## src/bcdr_pkg.sv

```systemverilog
// ----------------------------------------------------------------------------
// bcdr_pkg
// Shared types and constants for the button debounce, menu combo and
// auto-repeat block.
// ----------------------------------------------------------------------------
`timescale 1ns / 1ps
`default_nettype none

package bcdr_pkg;

  localparam int unsigned BtnW  = 8;
  localparam int unsigned TimeW = 32;
  localparam int unsigned CfgW  = 16;
  localparam int unsigned DirW  = 4;

  // button bit positions
  localparam int unsigned BitRight  = 0;
  localparam int unsigned BitLeft   = 1;
  localparam int unsigned BitUp     = 2;
  localparam int unsigned BitDown   = 3;
  localparam int unsigned BitSelect = 6;
  localparam int unsigned BitStart  = 7;

  localparam logic [BtnW-1:0] DpadMask = 8'h0F;
  localparam logic [BtnW-1:0] PairMask = 8'hC0;

  localparam logic [DirW-1:0] DirNone  = 4'b0000;
  localparam logic [DirW-1:0] DirRight = 4'b0001;
  localparam logic [DirW-1:0] DirLeft  = 4'b0010;
  localparam logic [DirW-1:0] DirUp    = 4'b0100;
  localparam logic [DirW-1:0] DirDown  = 4'b1000;

  localparam logic [CfgW-1:0] DebounceRst    = 16'd20;
  localparam logic [CfgW-1:0] RepeatDelayRst = 16'd400;
  localparam logic [CfgW-1:0] RepeatRst      = 16'd100;

  typedef enum logic [2:0] {
    EV_NONE   = 3'd0,
    EV_MENU   = 3'd1,
    EV_VOL_UP = 3'd2,
    EV_VOL_DN = 3'd3,
    EV_BRI_UP = 3'd4,
    EV_BRI_DN = 3'd5
  } event_e;

  typedef enum logic [1:0] {
    CFG_DEBOUNCE     = 2'd0,
    CFG_REPEAT_DELAY = 2'd1,
    CFG_REPEAT       = 2'd2
  } cfg_idx_e;

  function automatic event_e code_of_dir(input logic [DirW-1:0] dir);
    event_e code;
    code = EV_NONE;
    if (dir == DirUp) code = EV_VOL_UP;
    else if (dir == DirDown) code = EV_VOL_DN;
    else if (dir == DirRight) code = EV_BRI_UP;
    else if (dir == DirLeft) code = EV_BRI_DN;
    return code;
  endfunction

endpackage

`default_nettype wire

```

## src/button_combo_debounce_repeat.sv

```systemverilog
// ----------------------------------------------------------------------------
// button_combo_debounce_repeat
// Debounces a raw button word, fires a menu event on Start+Select and
// auto-repeating adjust events on Select+direction.
// ----------------------------------------------------------------------------
// Every accepted sample gives exactly one result in the next cycle; a new sample
// is taken every cycle unless a result waits. The whole step (settle compare,
// menu latch, repeat deadline compare and add) runs in one pass between the
// input handshake and the output register. A sample is taken in the same cycle
// as the previous result is taken; while that result waits, in_ready_o stays
// low. Configuration writes are taken at once (cfg_ready_o is always high);
// indexes beyond repeat_ms are ignored.
`timescale 1ns / 1ps
`default_nettype none

module button_combo_debounce_repeat (
  input  wire logic                          clk_i,
  input  wire logic                          rst_ni,
  input  wire logic                          in_valid_i,
  output logic                               in_ready_o,
  input  wire logic [bcdr_pkg::BtnW-1:0]     raw_buttons_i,
  input  wire logic [bcdr_pkg::TimeW-1:0]    time_ms_i,
  output logic                               out_valid_o,
  input  wire logic                          out_ready_i,
  output logic [2:0]                         event_code_o,
  output logic [bcdr_pkg::BtnW-1:0]          joypad_byte_o,
  input  wire logic                          cfg_valid_i,
  output logic                               cfg_ready_o,
  input  wire logic [1:0]                    cfg_index_i,
  input  wire logic [bcdr_pkg::CfgW-1:0]     cfg_data_i
);

  logic [bcdr_pkg::CfgW-1:0]  debounce_q, repeat_delay_q, repeat_q;
  logic [bcdr_pkg::BtnW-1:0]  last_raw_q, last_raw_d;
  logic [bcdr_pkg::BtnW-1:0]  stable_q, stable_d;
  logic [bcdr_pkg::TimeW-1:0] change_time_q, change_time_d;
  logic [bcdr_pkg::TimeW-1:0] deadline_q, deadline_d;
  logic [bcdr_pkg::DirW-1:0]  held_dir_q, held_dir_d;
  logic                       menu_q, menu_d;

  logic                       out_valid_q;
  bcdr_pkg::event_e           event_q, event_d;
  logic [bcdr_pkg::BtnW-1:0]  pad_q, pad_d;

  logic                       in_xfer;
  logic [bcdr_pkg::TimeW-1:0] settle_elapsed;
  logic [bcdr_pkg::TimeW-1:0] repeat_diff;
  logic [bcdr_pkg::DirW-1:0]  dpad;
  logic                       pair_held;

  assign in_ready_o  = !out_valid_q || out_ready_i;
  assign in_xfer     = in_valid_i && in_ready_o;
  assign cfg_ready_o = 1'b1;

  assign settle_elapsed = time_ms_i - change_time_q;
  assign repeat_diff    = time_ms_i - deadline_q;

  always_comb begin
    last_raw_d    = last_raw_q;
    stable_d      = stable_q;
    change_time_d = change_time_q;
    deadline_d    = deadline_q;
    held_dir_d    = held_dir_q;
    menu_d        = menu_q;
    event_d       = bcdr_pkg::EV_NONE;

    // settle
    if (raw_buttons_i != last_raw_q) begin
      last_raw_d    = raw_buttons_i;
      change_time_d = time_ms_i;
    end else if (last_raw_q != stable_q &&
                 settle_elapsed >= {{(bcdr_pkg::TimeW-bcdr_pkg::CfgW){1'b0}}, debounce_q}) begin
      stable_d = last_raw_q;
    end

    dpad      = stable_d[bcdr_pkg::DirW-1:0];
    pair_held = (stable_d & bcdr_pkg::PairMask) == bcdr_pkg::PairMask;

    // menu combo
    if (!pair_held) begin
      menu_d = 1'b0;
    end else if (!menu_q) begin
      menu_d  = 1'b1;
      event_d = bcdr_pkg::EV_MENU;
    end

    // select + direction adjust
    if (event_d == bcdr_pkg::EV_NONE) begin
      if (!stable_d[bcdr_pkg::BitSelect] || dpad == bcdr_pkg::DirNone) begin
        held_dir_d = bcdr_pkg::DirNone;
      end else if (held_dir_q != bcdr_pkg::DirNone &&
                   (dpad & held_dir_q) != bcdr_pkg::DirNone) begin
        if (!repeat_diff[bcdr_pkg::TimeW-1]) begin
          deadline_d = time_ms_i +
                       {{(bcdr_pkg::TimeW-bcdr_pkg::CfgW){1'b0}}, repeat_q};
          event_d    = bcdr_pkg::code_of_dir(held_dir_q);
        end
      end else begin
        if (dpad[bcdr_pkg::BitUp]) held_dir_d = bcdr_pkg::DirUp;
        else if (dpad[bcdr_pkg::BitDown]) held_dir_d = bcdr_pkg::DirDown;
        else if (dpad[bcdr_pkg::BitLeft]) held_dir_d = bcdr_pkg::DirLeft;
        else held_dir_d = bcdr_pkg::DirRight;
        deadline_d = time_ms_i +
                     {{(bcdr_pkg::TimeW-bcdr_pkg::CfgW){1'b0}}, repeat_delay_q};
        event_d    = bcdr_pkg::code_of_dir(held_dir_d);
      end
    end

    // joypad masking
    pad_d = stable_d;
    if (stable_d[bcdr_pkg::BitSelect]) pad_d = pad_d & ~bcdr_pkg::DpadMask;
    if (menu_d) pad_d = pad_d & ~bcdr_pkg::PairMask;
  end

  always_ff @(posedge clk_i or negedge rst_ni) begin
    if (!rst_ni) begin
      debounce_q     <= bcdr_pkg::DebounceRst;
      repeat_delay_q <= bcdr_pkg::RepeatDelayRst;
      repeat_q       <= bcdr_pkg::RepeatRst;
    end else if (cfg_valid_i) begin
      case (cfg_index_i)
        bcdr_pkg::CFG_DEBOUNCE:     debounce_q     <= cfg_data_i;
        bcdr_pkg::CFG_REPEAT_DELAY: repeat_delay_q <= cfg_data_i;
        bcdr_pkg::CFG_REPEAT:       repeat_q       <= cfg_data_i;
        default: ;
      endcase
    end
  end

  always_ff @(posedge clk_i or negedge rst_ni) begin
    if (!rst_ni) begin
      last_raw_q    <= '0;
      stable_q      <= '0;
      change_time_q <= '0;
      deadline_q    <= '0;
      held_dir_q    <= bcdr_pkg::DirNone;
      menu_q        <= 1'b0;
    end else if (in_xfer) begin
      last_raw_q    <= last_raw_d;
      stable_q      <= stable_d;
      change_time_q <= change_time_d;
      deadline_q    <= deadline_d;
      held_dir_q    <= held_dir_d;
      menu_q        <= menu_d;
    end
  end

  // result register
  always_ff @(posedge clk_i or negedge rst_ni) begin
    if (!rst_ni) begin
      out_valid_q <= 1'b0;
    end else if (in_ready_o) begin
      out_valid_q <= in_valid_i;
    end
  end

  always_ff @(posedge clk_i) begin
    if (in_xfer) begin
      event_q <= event_d;
      pad_q   <= pad_d;
    end
  end

  assign out_valid_o   = out_valid_q;
  assign event_code_o  = event_q;
  assign joypad_byte_o = pad_q;

endmodule

`default_nettype wire

```

## config.mk

```make
export PLATFORM = sky130hd
export DESIGN_NAME = button_combo_debounce_repeat
export DESIGN_NICKNAME = d
export VERILOG_FILES = /design/src/bcdr_pkg.sv /design/src/button_combo_debounce_repeat.sv
export SDC_FILE = /design/constraint.sdc
export NUM_CORES = 1
export LEC_CHECK = 0
export BUFFER_PORTS_ARGS = -buffer_cell sky130_fd_sc_hd__buf_2
export CAP_MARGIN = 20
export CORE_UTILIZATION = 57
export DETAILED_ROUTE_END_ITERATION = 6
export PLACE_DENSITY_LB_ADDON = 0.1
export SYNTH_ARGS = -nofsm -noshare
export SYNTH_HDL_FRONTEND = slang
export SYNTH_SLANG_ARGS = --single-unit
```

## constraint.sdc

```tcl
create_clock -name clk_i -period 9.6 [get_ports clk_i]
set_input_delay 1.92 -clock clk_i [delete_from_list [all_inputs] [get_ports clk_i]]
set_output_delay 1.92 -clock clk_i [all_outputs]
set_load 0.02 [all_outputs]
```

Word-level counts from Yosys, hierarchy flattened
Index checks and enable logic that the tools add are counted.

word-level totals
  bits in registers = 145
  output and inout bits = 14

operators by class
  $add $sub $neg = 4
  magnitude comparators = 1
  equal/unequal tests = 15
  multiplexer cells = 28
  bitwise gates (word level) = 2
  reductions and logical operators = 18

operator list
  operator                                        count
  adder 32 x 16 -> 32 bit                         2
  two-way mux 32 bit                              2
  subtractor 32 bit                               2
  two-way mux 3 bit                               13
  >= comparator 32 x 16 -> 1 bit                  1
  two-way mux 4 bit                               7
  two-way mux 8 bit                               2
  != test 8 bit                                   2
  == test 4 x 1 -> 1 bit (second input constant)  2
  == test 4 x 2 -> 1 bit (second input constant)  2
  == test 4 x 3 -> 1 bit (second input constant)  2
  == test 4 bit (second input constant)           2
  AND reduction 2 bit                             4
  nonzero test 4 bit                              2
  two-way mux 7 bit                               1
  AND 4 bit                                       1
  == test 2 bit (second input constant)           2
  zero test 4 bit                                 1
  != test 2 bit (second input constant)           2
  AND reduction 4 bit                             1
  logical AND 1 bit                               3
  zero test 3 bit                                 1
  AND reduction 3 bit                             1
  == test 2 x 1 -> 1 bit (second input constant)  1
  6 further kinds                                 9

Longest topological paths before layout
  depth in word-level cells = 19
  mapped depth = 43
  gate-level depth less buffers = 41

Worst setup path after synthesis
OpenSTA, ideal clock, no wires.

  path kind = input-to-reg
  start point = input port time_ms_i[0] (netlist bit)
  end point = register deadline_q[31] (netlist bit)
  setup time = 0.128 ns
  arrival time = 9.818 ns
  data required time = 9.472 ns
  slack = -0.345 ns
  stages = 40
  path buffers = 2
  cells stage by stage = inv_1 ha_1 fa_1 nand2b_1 a21oi_1 nor2_1 o21ai_0 a31oi_1 o21ai_0 o21ai_0 xnor2_1 ha_1 a221o_1 nor4_1 nand3_1 a2111oi_1 nand3_1 or4_1 [... 4 more ...] mux2_2 buf_2 nand2_1 nand2_1 ha_1 a21o_1 a21o_1 a21oi_1 o21ai_0 a21oi_1 nor2b_1 o21ai_0 a21oi_1 a41o_1 o41ai_1 nor3b_1 xor2_1 mux2_1

between the ends
  cells in the longest elaborated chain, start to end = 10

RTL lines
  what                            RTL line                             text
  start, declared                 button_combo_debounce_repeat.sv:22   input wire logic [bcdr_pkg::TimeW-1:0] time_ms_i,
  subtractor 32 bit               button_combo_debounce_repeat.sv:55   assign settle_elapsed = time_ms_i - change_time_q;
  >= comparator 32 x 16 -> 1 bit  button_combo_debounce_repeat.sv:72   settle_elapsed >= {{(bcdr_pkg::TimeW-bcdr_pkg::CfgW){1'b0}}, debounce_q}) begin
  logical AND 1 bit               button_combo_debounce_repeat.sv:71   end else if (last_raw_q != stable_q &&
  two-way mux 8 bit               button_combo_debounce_repeat.sv:71
  two-way mux 8 bit               button_combo_debounce_repeat.sv:68   if (raw_buttons_i != last_raw_q) begin
  AND 4 bit                       button_combo_debounce_repeat.sv:92   (dpad & held_dir_q) != bcdr_pkg::DirNone) begin
  nonzero test 4 bit              button_combo_debounce_repeat.sv:92
  logical AND 1 bit               button_combo_debounce_repeat.sv:91   end else if (held_dir_q != bcdr_pkg::DirNone &&
  != test 2 bit (no line)         --
  AND reduction 4 bit (no line)   --
  end signal, assigned            button_combo_debounce_repeat.sv:142  deadline_q <= deadline_d;
  end, declared                   button_combo_debounce_repeat.sv:37   logic [bcdr_pkg::TimeW-1:0] deadline_q, deadline_d;

Several ways; a longest one is shown, not always the timed one. The select of a mux whose other input is x is not followed.
A chain may end at the register's enable or synchronous reset.

Final worst setup path
  start point = input port time_ms_i[0] (netlist bit)
  end point = register deadline_q[22] (netlist bit)

The elaborated chain is that of the path after synthesis.

==> reports/results.tsv <==
metric	value	unit
syn_inst	1126	
min_from	deadline_q[9]$_DFFE_PN0P_	
synth_top_area_cell	dfrtp_1	
r2r_end	deadline_q[22]$_DFFE_PN0P_	
finalHoldWorstSlack	491.9	ps
area_growth	15.41	%
synth_area_leaders	dfrtp_1 (31%), ha_1 (11%), mux2_2 (6.0%), nand2_1 (5.7%), xnor2_1 (4.4%)	
grt_pass1_wl	40520	um
p_leak	5.447	nW
gp_congestion	0.9660	
hp-class	flop to flop	
slowest_delay	520	ps
die_h	135.9	um
finalSetupViolations	0	
drt-wirelength-per-cell	16.68	um
timing.rr.start	change_time_q[1]$_DFFE_PN0P_	
synth-seq-area-share	0.3616	
maxCapViolCount	0	
powerDensity	204.7	nW/um2
dp_slack	-285.4	ps
outcome	finished clean	
timing.fmax	0.1102	GHz
synth_edf_count	11	
vias_per_cell	5.731	
routed_wl	24440	um
yosysWarnings	0	
cts_tree	done	
reg2reg_depth	39	
critPathKind	input port to flop	
critPathMaxFanout	5	
synth_area_per_cell	9.071	um2
ys_seq_elements	145	
grt_overflow	0	
via_count	8396	
clk_pin_slew	70	ps
multi_input_area	6075	um2
slowest_stage	or4_1	
critPathTopFamily	simple AND/OR/NAND/NOR gates	
drc_errors	0	
num_io_pins	77	
cts.sinks	145	
synth_adder_area_share	0.1178	
worst_setup_path_start_kind	input port	
start_util	0.5864	
clockBufferDepth	2	
synth_compound_area_frac	0.1471	
worst_ir_drop_vdd	0.0001399	V
finClkSkew	11.96	ps
worst-path-buf-inv	5	
reg2reg_slack	1710	ps
core-area	17420	um2
fin_ws	521.6	ps
slew_viol_final	0	
rows	48	
fp.dieW	135.9	um
ys_dominant_reg_cell	dfrtp_1	
synth_top_cell_area_share	0.3087	
netlist_area	10210	um2
cts_max_level	4	
synth.area.mux_share	0.1050	
min_path_cells	1	
regArea	3694	um2
synth_fp_nets	1284	
yosys.area_share.xor_xnor	0.05917	
port_buffers	75	
period_minus_slack	9078	ps
die_area	18460	um2
arrival	9400	ps
netlist-cell-type-count	75	
dr.pass1.iters	5	
clk_latency	430	ps
dp_hpwl	18360	um
ant_nets	0	
async_flop_share	0.9241	
ctsHoldBuffers	0	
grt_start_max_net_pins	74	
report.final.hold_viol_count	0	
cp-end-kind	flop	
synth_common_cells	nand2_1 (156), dfrtp_1 (126), ha_1 (93)	
final_nets	1385	
cts_inserted_buffers	17	
diodes	0	
holdPathEnd	deadline_q[9]$_DFFE_PN0P_	
synth_top_family_by_area	simple AND/OR/NAND/NOR gates	
first_global_vias	8092	
synthMostInstantiatedCell	nand2_1	
synth-simple-area-share	0.1546	
tightest_slew	918.8	ps
root_buffer	clkbuf_16	
slew_headroom	0.3874	
track_usage	0.2821	
layout-drive-gt1-share	0.2032	
finalCritPeriodShare	0.9457	
drtIter0Drc	487	
grt_antenna_before_repair	0	
fill_cells	1429	
worst_ep_required_time	9920	ps
-- metrics by stage --
stage / std cells / util / power (mW) / TNS, ps / cell area, um2
global route: 1465 / 0.6768 / 2.581 / -77.01 / 11790
global placement: 1430 / 0.6367 / 1.692 / -941.3 / 11090
floorplan: 1126 / - / 1.431 / -54.48 / 10230
CTS: 1462 / 0.6713 / 2.401 / 0 / 11690
detailed placement: 1430 / 0.6367 / 1.710 / -3380 / 11090
finish: 1465 / 0.6768 / 2.412 / 0 / 11790
-- registers in the layout (all words and copies together) (netlist names) --
signal          count
change_time_q      32
deadline_q         32
debounce_q         16
repeat_delay_q     16
repeat_q           16
joypad_byte_o       8
last_raw_q          8
stable_q            8
held_dir_q          4
event_code_o        3
menu_q              1
out_valid_o         1
-- final cells by class --
cell class	instances	area share
multi-input combinational	841	0.5153
sequential	145	0.3133
timing repair buffer	129	0.06677
clock buffer	19	0.03842
inverter	93	0.02961
tap	225	0.02388
clock inverter	13	0.01263
-- what timing repair did --
action | in CTS | in global routing
buffers inserted | 0 | 3
resized for setup | 0 | 21
endpoints found under the setup margin | 0 | 19
-- metal layers --
layer | GRT usage | vias up | wire length [um]
li1 | - | 4153 | -
met1 | 0.4002 | 4016 | 11920
met2 | 0.4459 | 198 | 11170
met3 | 0.03952 | 29 | 949
met4 | 0.08642 | 0 | 390
met5 | 0 | - | 0
-- cells in the final DEF (no fill, tap or decap), drive strengths merged, types with 5 or more instances in the layout --
cell type,n
dfrtp,126
a21oi,51
a21o,17
o41ai,5
nand2,156
o211ai,9
ha,93
nand3,21
dfstp,8
nand4,14
buf,129
nor2b,9
clkbuf,19
o21a,8
a2111oi,5
nor3b,7
inv,98
or4,5
o21bai,6
nor3,11
edfxtp,11
o21ai,88
mux2i,37
nand2b,14
nor4,8
a31oi,6
xor2,18
xnor2,51
a211oi,8
mux2,62
nor2,63
and3,11
-- worst max path at each step --
stage	slack (ps)	cells after the start	from	endpoint
after floorplan	-50	40	time_ms_i[0]	deadline_q[31]$_DFFE_PN0P_
after global placement	-120	41	time_ms_i[0]	deadline_q[31]$_DFFE_PN0P_
after detailed placement	-290	41	time_ms_i[0]	deadline_q[31]$_DFFE_PN0P_
after CTS	130	41	time_ms_i[0]	deadline_q[31]$_DFFE_PN0P_
after global routing	-20	45	time_ms_i[0]	deadline_q[22]$_DFFE_PN0P_
final	520	43	time_ms_i[0]	deadline_q[22]$_DFFE_PN0P_
-- cells by family (layout without fill, tap and decap cells) --
logic type	after synthesis	after routing
buffers and inverters	140	254
XOR/XNOR	69	69
flip-flops	145	145
multiplexers	99	99
AND/OR/NAND/NOR	340	340
other	1	1
AO/OA/AOI/OAI	237	237
adder cells (fa/ha/maj)	95	95
-- power by group --
part / leakage (nW) / total [mW] / switching [mW] / internal [mW]
sequential: 1.66 / 0.804 / 0.0624 / 0.741
combinational: 3.50 / 0.928 / 0.514 / 0.413
clock: 0.287 / 0.681 / 0.280 / 0.401
total: 5.45 / 2.41 / 0.857 / 1.56
Note: power is estimated with default switching activity, not from simulation.
